`src/hw/rtl/rpnee_pkg.sv`:
```
package rpnee_pkg;

	// Operation codes carried by an input beat
	localparam logic [2:0] OP_PUSH = 3'd0;
	localparam logic [2:0] OP_ADD  = 3'd1;
	localparam logic [2:0] OP_SUB  = 3'd2;
	localparam logic [2:0] OP_MUL  = 3'd3;
	localparam logic [2:0] OP_DIV  = 3'd4;
	localparam logic [2:0] OP_END  = 3'd5;

	// Status codes of a result beat
	localparam logic [2:0] ST_OK        = 3'd0;
	localparam logic [2:0] ST_MALFORMED = 3'd1;
	localparam logic [2:0] ST_DIVZERO   = 3'd2;
	localparam logic [2:0] ST_UNKNOWN   = 3'd3;
	localparam logic [2:0] ST_OVERFLOW  = 3'd4;

	localparam int unsigned DATA_W = 32;

	localparam logic signed [DATA_W-1:0] Q_MAX = {1'b0, {(DATA_W-1){1'b1}}};
	localparam logic signed [DATA_W-1:0] Q_MIN = {1'b1, {(DATA_W-1){1'b0}}};

	typedef struct packed {
		logic [2:0]               operation;
		logic signed [DATA_W-1:0] number;
	} token_t;

	typedef struct packed {
		logic [2:0]               status;
		logic signed [DATA_W-1:0] answer;
	} result_t;

	// Decoded token class, produced by the front end
	typedef enum logic [2:0] {
		K_PUSH,
		K_ADD,
		K_SUB,
		K_MUL,
		K_DIV,
		K_END,
		K_UNKNOWN
	} kind_t;

	typedef struct packed {
		kind_t                    kind;
		logic signed [DATA_W-1:0] number;
	} cmd_t;

	// Divider request and response
	typedef struct packed {
		logic              start;
		logic              negative;
		logic [DATA_W-1:0] lhs_mag;
		logic [DATA_W-1:0] rhs_mag;
	} div_req_t;

	typedef struct packed {
		logic                     done;
		logic signed [DATA_W-1:0] quot;
	} div_rsp_t;

	// Saturate a 33-bit sum or difference to the signed 32-bit range
	function automatic logic signed [DATA_W-1:0] sat33(input logic signed [DATA_W:0] s);
		logic signed [DATA_W-1:0] r;
		if (s[DATA_W] != s[DATA_W-1]) begin
			r = s[DATA_W] ? Q_MIN : Q_MAX;
		end else begin
			r = s[DATA_W-1:0];
		end
		return r;
	endfunction

endpackage

```
`src/hw/rtl/rpnee_front.sv`:
```
module rpnee_front
	import rpnee_pkg::*;
(
	input  logic   clk,
	input  logic   arst_n,
	input  logic   start,
	input  token_t token,
	output logic   busy,
	input  logic   pop,
	output logic   cmd_valid,
	output cmd_t   cmd
);

	cmd_t       fifo_q [2];
	logic       wr_ptr_q;
	logic       rd_ptr_q;
	logic [1:0] fill_q;
	logic       push;
	logic       do_pop;
	cmd_t       decoded;

	// Classify the incoming token
	always_comb begin
		decoded.number = token.number;
		unique case (token.operation)
			OP_PUSH: decoded.kind = K_PUSH;
			OP_ADD:  decoded.kind = K_ADD;
			OP_SUB:  decoded.kind = K_SUB;
			OP_MUL:  decoded.kind = K_MUL;
			OP_DIV:  decoded.kind = K_DIV;
			OP_END:  decoded.kind = K_END;
			default: decoded.kind = K_UNKNOWN;
		endcase
	end

	assign busy      = (fill_q == 2'd2);
	assign push      = start && !busy;
	assign cmd_valid = (fill_q != 2'd0);
	assign do_pop    = pop && cmd_valid;
	assign cmd       = fifo_q[rd_ptr_q];

	// Two-entry queue storage
	always_ff @(posedge clk) begin
		if (push) begin
			fifo_q[wr_ptr_q] <= decoded;
		end
	end

	// Queue pointers and fill level
	always_ff @(posedge clk or negedge arst_n) begin
		if (!arst_n) begin
			wr_ptr_q <= 1'b0;
			rd_ptr_q <= 1'b0;
			fill_q   <= 2'd0;
		end else begin
			if (push) begin
				wr_ptr_q <= !wr_ptr_q;
			end
			if (do_pop) begin
				rd_ptr_q <= !rd_ptr_q;
			end
			fill_q <= fill_q + {1'b0, push} - {1'b0, do_pop};
		end
	end

endmodule

```
`src/hw/rtl/rpnee_div.sv`:
```
module rpnee_div
	import rpnee_pkg::*;
#(
	parameter int FRAC_BITS = 16
) (
	input  logic     clk,
	input  logic     arst_n,
	input  div_req_t req,
	output div_rsp_t rsp
);

	typedef enum logic [1:0] {
		DV_IDLE,
		DV_RUN,
		DV_DONE
	} dv_state_t;

	dv_state_t         state_q;
	logic [DATA_W-1:0] rem_q;
	logic [DATA_W-1:0] quo_q;
	logic [DATA_W-1:0] divisor_q;
	logic [4:0]        step_q;
	logic              neg_q;
	logic              sat_q;

	logic [2*DATA_W-1:0] numer;
	logic [DATA_W:0]     trial;
	logic                fits;

	// Scaled dividend and one restoring step
	assign numer = {{DATA_W{1'b0}}, req.lhs_mag} << FRAC_BITS;
	assign trial = {rem_q, quo_q[DATA_W-1]};
	assign fits  = (trial >= {1'b0, divisor_q});

	// Sign and saturation of the finished quotient
	always_comb begin
		rsp.done = (state_q == DV_DONE);
		if (sat_q) begin
			rsp.quot = neg_q ? Q_MIN : Q_MAX;
		end else if (!neg_q) begin
			rsp.quot = quo_q[DATA_W-1] ? Q_MAX : quo_q;
		end else if (quo_q > Q_MIN) begin
			rsp.quot = Q_MIN;
		end else begin
			rsp.quot = -quo_q;
		end
	end

	// One quotient bit a cycle
	always_ff @(posedge clk or negedge arst_n) begin
		if (!arst_n) begin
			state_q   <= DV_IDLE;
			rem_q     <= '0;
			quo_q     <= '0;
			divisor_q <= '0;
			step_q    <= '0;
			neg_q     <= 1'b0;
			sat_q     <= 1'b0;
		end else begin
			unique case (state_q)
				DV_IDLE: begin
					if (req.start) begin
						divisor_q <= req.rhs_mag;
						neg_q     <= req.negative;
						rem_q     <= numer[2*DATA_W-1:DATA_W];
						quo_q     <= numer[DATA_W-1:0];
						step_q    <= '0;
						// quotient of 2^32 or more: saturate at once
						if (numer[2*DATA_W-1:DATA_W] >= req.rhs_mag) begin
							sat_q   <= 1'b1;
							state_q <= DV_DONE;
						end else begin
							sat_q   <= 1'b0;
							state_q <= DV_RUN;
						end
					end
				end
				DV_RUN: begin
					rem_q  <= fits ? (trial[DATA_W-1:0] - divisor_q) : trial[DATA_W-1:0];
					quo_q  <= {quo_q[DATA_W-2:0], fits};
					step_q <= step_q + 5'd1;
					if (step_q == 5'd31) begin
						state_q <= DV_DONE;
					end
				end
				DV_DONE: begin
					state_q <= DV_IDLE;
				end
				default: begin
					state_q <= DV_IDLE;
				end
			endcase
		end
	end

endmodule

```
`src/hw/rtl/rpnee_back.sv`:
```
module rpnee_back
	import rpnee_pkg::*;
#(
	parameter int STACK_DEPTH = 32,
	parameter int FRAC_BITS   = 16
) (
	input  logic    clk,
	input  logic    arst_n,
	input  logic    cmd_valid,
	input  cmd_t    cmd,
	output logic    pop,
	output logic    done,
	output result_t result
);

	localparam int CNT_W = $clog2(STACK_DEPTH + 1);
	localparam int AW    = (STACK_DEPTH > 2) ? $clog2(STACK_DEPTH) : 1;
	localparam logic [2*DATA_W-1:0] FracMask = (64'd1 << FRAC_BITS) - 64'd1;

	typedef enum logic [1:0] {
		B_IDLE,
		B_EXEC,
		B_MUL,
		B_DIV
	} b_state_t;

	b_state_t                   state_q;
	cmd_t                       cmd_q;
	logic [CNT_W-1:0]           count_q;
	logic [2:0]                 err_q;
	logic signed [DATA_W-1:0]   tos_q;
	logic signed [DATA_W-1:0]   nos_q;
	logic signed [2*DATA_W-1:0] prod_s1;
	logic                       done_q;
	result_t                    result_q;

	logic signed [DATA_W-1:0]   mem [STACK_DEPTH];
	logic signed [DATA_W-1:0]   rdata_q;
	logic                       mem_we;
	logic [AW-1:0]              wr_addr;
	logic [AW-1:0]              rd_addr;
	logic [CNT_W-1:0]           wr_idx;
	logic [CNT_W-1:0]           rd_idx;

	logic                       two_ops;
	logic                       full;
	logic [2:0]                 err_next_div;
	logic [2:0]                 err_next_unk;
	logic [2:0]                 err_next_ovf;
	logic signed [DATA_W:0]     sum;
	logic signed [DATA_W:0]     diff;
	logic signed [2*DATA_W-1:0] shifted;
	logic signed [2*DATA_W-1:0] scaled;
	logic                       mul_fits;
	logic signed [DATA_W-1:0]   mul_res;
	div_req_t                   div_req;
	div_rsp_t                   div_rsp;

	// Top two entries live in tos_q/nos_q, deeper ones in the memory
	assign wr_idx  = count_q - CNT_W'(2);
	assign rd_idx  = count_q - CNT_W'(3);
	assign wr_addr = wr_idx[AW-1:0];
	assign rd_addr = rd_idx[AW-1:0];
	assign two_ops = (count_q >= CNT_W'(2));
	assign full    = (count_q == CNT_W'(STACK_DEPTH));
	assign mem_we  = (state_q == B_EXEC) && (cmd_q.kind == K_PUSH) && !full && two_ops;

	assign err_next_div = (err_q == ST_OK) ? ST_DIVZERO  : err_q;
	assign err_next_unk = (err_q == ST_OK) ? ST_UNKNOWN  : err_q;
	assign err_next_ovf = (err_q == ST_OK) ? ST_OVERFLOW : err_q;

	// Add and subtract, left operand is the entry under the top
	assign sum  = {nos_q[DATA_W-1], nos_q} + {tos_q[DATA_W-1], tos_q};
	assign diff = {nos_q[DATA_W-1], nos_q} - {tos_q[DATA_W-1], tos_q};

	// Product scaling, truncated toward zero, then saturated
	always_comb begin
		shifted  = prod_s1 >>> FRAC_BITS;
		scaled   = shifted + (((prod_s1 < 0) && ((prod_s1 & FracMask) != '0)) ? 64'sd1 : 64'sd0);
		mul_fits = (scaled[2*DATA_W-1:DATA_W-1] == '0) || (scaled[2*DATA_W-1:DATA_W-1] == '1);
		if (mul_fits) begin
			mul_res = scaled[DATA_W-1:0];
		end else begin
			mul_res = scaled[2*DATA_W-1] ? Q_MIN : Q_MAX;
		end
	end

	// Divider launch
	always_comb begin
		div_req.start    = (state_q == B_EXEC) && (cmd_q.kind == K_DIV) && two_ops && (tos_q != '0);
		div_req.negative = nos_q[DATA_W-1] ^ tos_q[DATA_W-1];
		div_req.lhs_mag  = nos_q[DATA_W-1] ? -nos_q : nos_q;
		div_req.rhs_mag  = tos_q[DATA_W-1] ? -tos_q : tos_q;
	end

	rpnee_div #(
		.FRAC_BITS(FRAC_BITS)
	) u_div (
		.clk   (clk),
		.arst_n(arst_n),
		.req   (div_req),
		.rsp   (div_rsp)
	);

	assign pop    = (state_q == B_IDLE) && cmd_valid;
	assign done   = done_q;
	assign result = result_q;

	// Operand stack memory, refill port always reads the third entry from the top
	always_ff @(posedge clk) begin
		if (mem_we) begin
			mem[wr_addr] <= nos_q;
		end
		rdata_q <= mem[rd_addr];
	end

	// Execution sequencer
	always_ff @(posedge clk or negedge arst_n) begin
		if (!arst_n) begin
			state_q  <= B_IDLE;
			cmd_q    <= '{kind: K_PUSH, number: '0};
			count_q  <= '0;
			err_q    <= ST_OK;
			tos_q    <= '0;
			nos_q    <= '0;
			prod_s1  <= '0;
			done_q   <= 1'b0;
			result_q <= '0;
		end else begin
			done_q <= 1'b0;
			unique case (state_q)
				B_IDLE: begin
					if (cmd_valid) begin
						cmd_q   <= cmd;
						state_q <= B_EXEC;
					end
				end
				B_EXEC: begin
					state_q <= B_IDLE;
					unique case (cmd_q.kind)
						K_PUSH: begin
							if (full) begin
								err_q <= err_next_ovf;
							end else begin
								nos_q   <= tos_q;
								tos_q   <= cmd_q.number;
								count_q <= count_q + CNT_W'(1);
							end
						end
						K_END: begin
							done_q <= 1'b1;
							if (err_q != ST_OK) begin
								result_q <= '{status: err_q, answer: '0};
							end else if (count_q == CNT_W'(1)) begin
								result_q <= '{status: ST_OK, answer: tos_q};
							end else begin
								result_q <= '{status: ST_MALFORMED, answer: '0};
							end
							count_q <= '0;
							err_q   <= ST_OK;
						end
						K_ADD: begin
							if (two_ops) begin
								tos_q   <= sat33(sum);
								nos_q   <= rdata_q;
								count_q <= count_q - CNT_W'(1);
							end
						end
						K_SUB: begin
							if (two_ops) begin
								tos_q   <= sat33(diff);
								nos_q   <= rdata_q;
								count_q <= count_q - CNT_W'(1);
							end
						end
						K_MUL: begin
							if (two_ops) begin
								prod_s1 <= nos_q * tos_q;
								state_q <= B_MUL;
							end
						end
						K_DIV: begin
							if (two_ops) begin
								if (tos_q == '0) begin
									err_q <= err_next_div;
								end else begin
									state_q <= B_DIV;
								end
							end
						end
						default: begin
							if (two_ops) begin
								err_q <= err_next_unk;
							end
						end
					endcase
				end
				B_MUL: begin
					tos_q   <= mul_res;
					nos_q   <= rdata_q;
					count_q <= count_q - CNT_W'(1);
					state_q <= B_IDLE;
				end
				B_DIV: begin
					if (div_rsp.done) begin
						tos_q   <= div_rsp.quot;
						nos_q   <= rdata_q;
						count_q <= count_q - CNT_W'(1);
						state_q <= B_IDLE;
					end
				end
				default: begin
					state_q <= B_IDLE;
				end
			endcase
		end
	end

endmodule

```
`src/hw/rtl/rpn_expression_evaluator_unit.sv`:
```
// Channel   Handshake              Beat
// -------   --------------------   -----------------------------------
// token     start high, busy low   token_t: operation, number (Q16.16)
// result    done, one cycle        result_t: status, answer (Q16.16)
//
// A token is dequeued and then executed in the execution unit; a multiply
// then scales its product; a divide waits on the one-bit-a-cycle divider.
// A two-entry token queue sits in front; busy rises only while it is full.
// Reset clears the queue, stack count and sticky error; stack memory is
// not cleared. A result beat is shown for one cycle and cannot be stalled.
module rpn_expression_evaluator_unit
	import rpnee_pkg::*;
#(
	parameter int STACK_DEPTH = 32,
	parameter int FRAC_BITS   = 16
) (
	input  logic    clk,
	input  logic    arst_n,
	input  logic    start,
	input  token_t  token,
	output logic    busy,
	output logic    done,
	output result_t result
);

	logic cmd_valid;
	logic pop;
	cmd_t cmd;

	// Accept and classify tokens into the queue
	rpnee_front u_front (
		.clk      (clk),
		.arst_n   (arst_n),
		.start    (start),
		.token    (token),
		.busy     (busy),
		.pop      (pop),
		.cmd_valid(cmd_valid),
		.cmd      (cmd)
	);

	// Stack machine and arithmetic
	rpnee_back #(
		.STACK_DEPTH(STACK_DEPTH),
		.FRAC_BITS  (FRAC_BITS)
	) u_back (
		.clk      (clk),
		.arst_n   (arst_n),
		.cmd_valid(cmd_valid),
		.cmd      (cmd),
		.pop      (pop),
		.done     (done),
		.result   (result)
	);

endmodule
```
`config.mk`:
```
export PLATFORM = sky130hd
export DESIGN_NAME = rpn_expression_evaluator_unit
export DESIGN_NICKNAME = d
export VERILOG_FILES = /design/src/hw/rtl/rpnee_pkg.sv /design/src/hw/rtl/rpnee_front.sv /design/src/hw/rtl/rpnee_div.sv /design/src/hw/rtl/rpnee_back.sv /design/src/hw/rtl/rpn_expression_evaluator_unit.sv
export SDC_FILE = /design/constraint.sdc
export NUM_CORES = 2
export LEC_CHECK = 0
export ABC_CLOCK_PERIOD_IN_PS = 17150
export BUFFER_PORTS_ARGS = -buffer_cell sky130_fd_sc_hd__buf_2
export CORE_UTILIZATION = 60
export DETAILED_ROUTE_END_ITERATION = 6
export MAX_ROUTING_LAYER = met4
export PLACE_DENSITY = 0.76
export SLEW_MARGIN = 30
export SYNTH_ARGS = -nofsm -noshare
export SYNTH_HDL_FRONTEND = slang
export SYNTH_SLANG_ARGS = --single-unit
```
`constraint.sdc`:
```
create_clock -name clk -period 17.15 [get_ports clk]
set_input_delay 3.43 -clock clk [delete_from_list [all_inputs] [get_ports clk]]
set_output_delay 3.43 -clock clk [all_outputs]
set_load 0.005 [all_outputs]
```
==> qor.csv <==
metric;value;unit
status;finished clean;
dieWidth;412;um
leading_cell_type_in_the_layout_fill_and_taps_excluded;sky130_fd_sc_hd__inv_1;
cts_buffer_depth;3;
endpoint_kind;register;
highest_achievable_clock_rate;100;MHz
r2r-start;u_back.nos_q[14];
critical_path_peak_fanout;45;
finalWeightedCongestion;1.03;
synth.top_cell.area_share;0.325;
initial_core_util;0.604;
route.detailed.vias_per_inst;6.50;
cts_hold_buffers;0;
predominant_post_synthesis_flop_cell;sky130_fd_sc_hd__edfxtp_1;
dpl.cell_count;10283;
synth_enable_flop_cells;1094;
synth_async_sr_flop_share;0.221;
drv_cap;0;
worstHoldEndpoint;u_back.prod_s1[9];
nNetsFinal;9667;
global_route.usage.total;0.391;
drt_pre_antenna_iters;6;
setup_slack;7.19;ns
die_y;412;um
core_area;167000;um^2
post_cts.resized_instances;0;
synthDistinctLibCells;89;
cts.root.buffer_cell;sky130_fd_sc_hd__clkbuf_16;
min_period;9.96;ns
detailed_place_hpwl;206;mm
mostFrequentLayoutCells;sky130_fd_sc_hd__inv_1, sky130_fd_sc_hd__edfxtp_1, sky130_fd_sc_hd__fa_1, sky130_fd_sc_hd__nand2_1, sky130_fd_sc_hd__and2_1;
setup.reg_to_reg.worst_slack;7.19;ns
final.setup_skew;0.0536;ns
worst-r2r-cell-count;24;
timing.max_slew.rel_slack;0.264;
globalRoute.totalOverflow;0;
report.final.slew_viol_count;0;
setup.worst_path.start_class;register;
num-fill-cells;12063;
crit_top_cell;sky130_fd_sc_hd__fa_1;
max_stage_delay;1.03;ns
post-route-period-util;0.581;
cts_htree_levels;4;
routed-via-count;68662;
cts.sinks;1445;
ant_nets;0;
worst_ep_arrival_time;10.63;ns
cp_cell_sequence;buf_4, ha_1, fa_1, fa_1, inv_1, fa_1, fa_1, inv_1, fa_1, fa_1, fa_1, fa_1, ha_1, a21oi_1, a21boi_0, o21ai_0, nand2b_1, o211ai_1, a2111oi_0, o32ai_1, o31ai_1, mux2i_1, xor2_1, o21ai_0;
pre_cts_setup_slack;6.56;ns
antenna_violations_before_repair;8;
clock_latency;0.85;ns
min_delay_path_depth;2;
cts.clk_slew.worst_paths;0.07;ns
port_buffers;74;
drive_above_1_share;0.114;
detailedRoute.firstIterationViolations;8336;
grt_pass1_vias;71187;
postSynthCellCount;8339;
crit_path_launch;u_back.nos_q[14];
hold_path.class;reg -> reg;
finalSetupTns;0;ns
rsz0062_at_grt;false;
worstReg2RegEnd;u_back.prod_s1[57];
route.detailed.drc;0;
setup_viol;0;
area.growth.synth_to_final;8.05;%
seq_total_area_yosys;0.411;
rows;150;
path_class;reg -> reg;
grt_start_max_net_pins;163;
finish.cell_count_without_fillers;10561;
route.final.wire_length;315;mm
yosys_register_bits;1445;
worst_path_max_delay_cell;sky130_fd_sc_hd__dfrtp_2;
hold_path_startpoint;u_back.prod_s1[9];
post_drt_wl_per_cell;29.9;um
yosys_warnings;0;
io_pins;75;
dieArea;170000;um^2
postCtsSetupRepairBufs;0;
cell_types_with_the_largest_area_share_after_synthesis;sky130_fd_sc_hd__edfxtp_1, sky130_fd_sc_hd__fa_1, sky130_fd_sc_hd__dfrtp_1;
synthesis.area_per_instance;12.1;um^2
transition_time_at_the_pin_with_the_least_slew_margin;1.09;ns
finalHoldViolCount;0;
syn_area;101000;um^2
cts-buffers-inserted;145;
cts_tree;done;
required;17.82;ns
grt_first_pass_wirelength;467;mm
synth_top_area_cell;sky130_fd_sc_hd__edfxtp_1;
postSynthNetCount;9777;
[metal layers]
metal | wire length [um] | track usage
met1 | 113000 | 0.491
met2 | 146000 | 0.595
met3 | 35300 | 0.0902
met4 | 20900 | 0.207
met5 | 0 | -
[registers in the layout (all words and copies together), names as in the netlist, 2 cells and up]
signal	count
u_back.u_div.rem_q	32
u_front.fill_q	2
u_front.fifo_q	70
u_back.tos_q	32
u_back.state_q	2
u_back.nos_q	32
u_back.mem	1024
u_back.prod_s1	64
u_back.err_q	3
u_back.u_div.state_q	2
u_back.result	35
u_back.rdata_q	32
u_back.u_div.step_q	5
u_back.cmd_q	35
u_back.u_div.divisor_q	32
u_back.count_q	6
u_back.u_div.quo_q	32
[synth_stat cells (18+ instances only)]
| master | instances |
|---|---|
| sky130_fd_sc_hd__buf_1 | 53 |
| sky130_fd_sc_hd__fa_1 | 1085 |
| sky130_fd_sc_hd__nor2_1 | 368 |
| sky130_fd_sc_hd__xor2_1 | 85 |
| sky130_fd_sc_hd__o21ai_0 | 352 |
| sky130_fd_sc_hd__a31oi_1 | 43 |
| sky130_fd_sc_hd__nand2_1 | 839 |
| sky130_fd_sc_hd__edfxtp_1 | 1094 |
| sky130_fd_sc_hd__nand3_1 | 66 |
| sky130_fd_sc_hd__a2bb2oi_1 | 22 |
| sky130_fd_sc_hd__nand4_1 | 44 |
| sky130_fd_sc_hd__a22o_1 | 37 |
| sky130_fd_sc_hd__a21o_1 | 67 |
| sky130_fd_sc_hd__ha_1 | 315 |
| sky130_fd_sc_hd__or2_2 | 20 |
| sky130_fd_sc_hd__o21a_1 | 30 |
| sky130_fd_sc_hd__clkbuf_1 | 429 |
| sky130_fd_sc_hd__mux2i_1 | 102 |
| sky130_fd_sc_hd__o21bai_1 | 33 |
| sky130_fd_sc_hd__o221ai_1 | 18 |
| sky130_fd_sc_hd__mux4_2 | 320 |
| sky130_fd_sc_hd__a21oi_1 | 256 |
| sky130_fd_sc_hd__nor2b_1 | 28 |
| sky130_fd_sc_hd__inv_1 | 1117 |
| sky130_fd_sc_hd__nor3_1 | 52 |
| sky130_fd_sc_hd__a211oi_1 | 26 |
| sky130_fd_sc_hd__nand2b_1 | 41 |
| sky130_fd_sc_hd__dfrtp_1 | 319 |
| sky130_fd_sc_hd__or3_1 | 42 |
| sky130_fd_sc_hd__a22oi_1 | 21 |
| sky130_fd_sc_hd__xnor2_1 | 161 |
| sky130_fd_sc_hd__and2_1 | 439 |
| sky130_fd_sc_hd__o211ai_1 | 30 |
| sky130_fd_sc_hd__mux2_2 | 40 |
| sky130_fd_sc_hd__dfxtp_1 | 32 |
| sky130_fd_sc_hd__o31ai_1 | 31 |
| sky130_fd_sc_hd__nor4_1 | 33 |
[worst max-delay path, delay by kind of cell, from the launching register on]
family	cells	cell delay [ns]
fa+ha+maj	10	4.80
compound gates	8	2.63
flops	1	1.03
buf+inv	3	0.64
mux	1	0.30
simple gates	1	0.14
xor+xnor	1	0.20
[per-stage QoR]
stage | hold WS [ns] | util | cell area (um^2)
after floorplan | 0.450 | - | 101000
after global placement | 0.462 | 0.621 | 104000
after detailed placement | 0.472 | 0.622 | 104000
after CTS | 0.485 | 0.652 | 109000
after global routing | 0.513 | 0.652 | 109000
final | 0.482 | 0.652 | 109000
[layout make-up]
type	instances	area, um^2	share of cell area
antenna	4	10.0	0.0000917
clock buffer	182	3920	0.0359
clock inverter	89	1140	0.0105
inverter	1123	4220	0.0386
multi-input combinational	5281	53900	0.494
sequential	1445	41500	0.381
tap	2204	2760	0.0253
timing repair buffer	233	1680	0.0154
[how the worst max path moves through the flow]
stage                          to  slack, ns  cells after the start
3_3_place_gp   u_back.prod_s1[63]       6.95                     26
6_report       u_back.prod_s1[57]       7.19                     24
3_5_place_dp   u_back.prod_s1[63]       6.56                     26
5_1_grt        u_back.prod_s1[63]       6.78                     25
4_1_cts        u_back.prod_s1[63]       6.57                     26
2_1_floorplan  u_back.prod_s1[63]       8.12                     28
[logic make-up after synthesis]
kind of cell,Yosys count,synth area share
and+or+nand+nor,2053,0.0971
buffers and inverters,1613,0.0601
DFF,1445,0.411
adders and majority gates,1401,0.254
AOI/OAI and AO/OA,1119,0.0705
muxes,462,0.0859
xor gates and xnor gates,246,0.0213
Power is left out: the tool's default activity adds up to more than one toggle a clock period on the data nets, which glitch-free logic cannot reach.
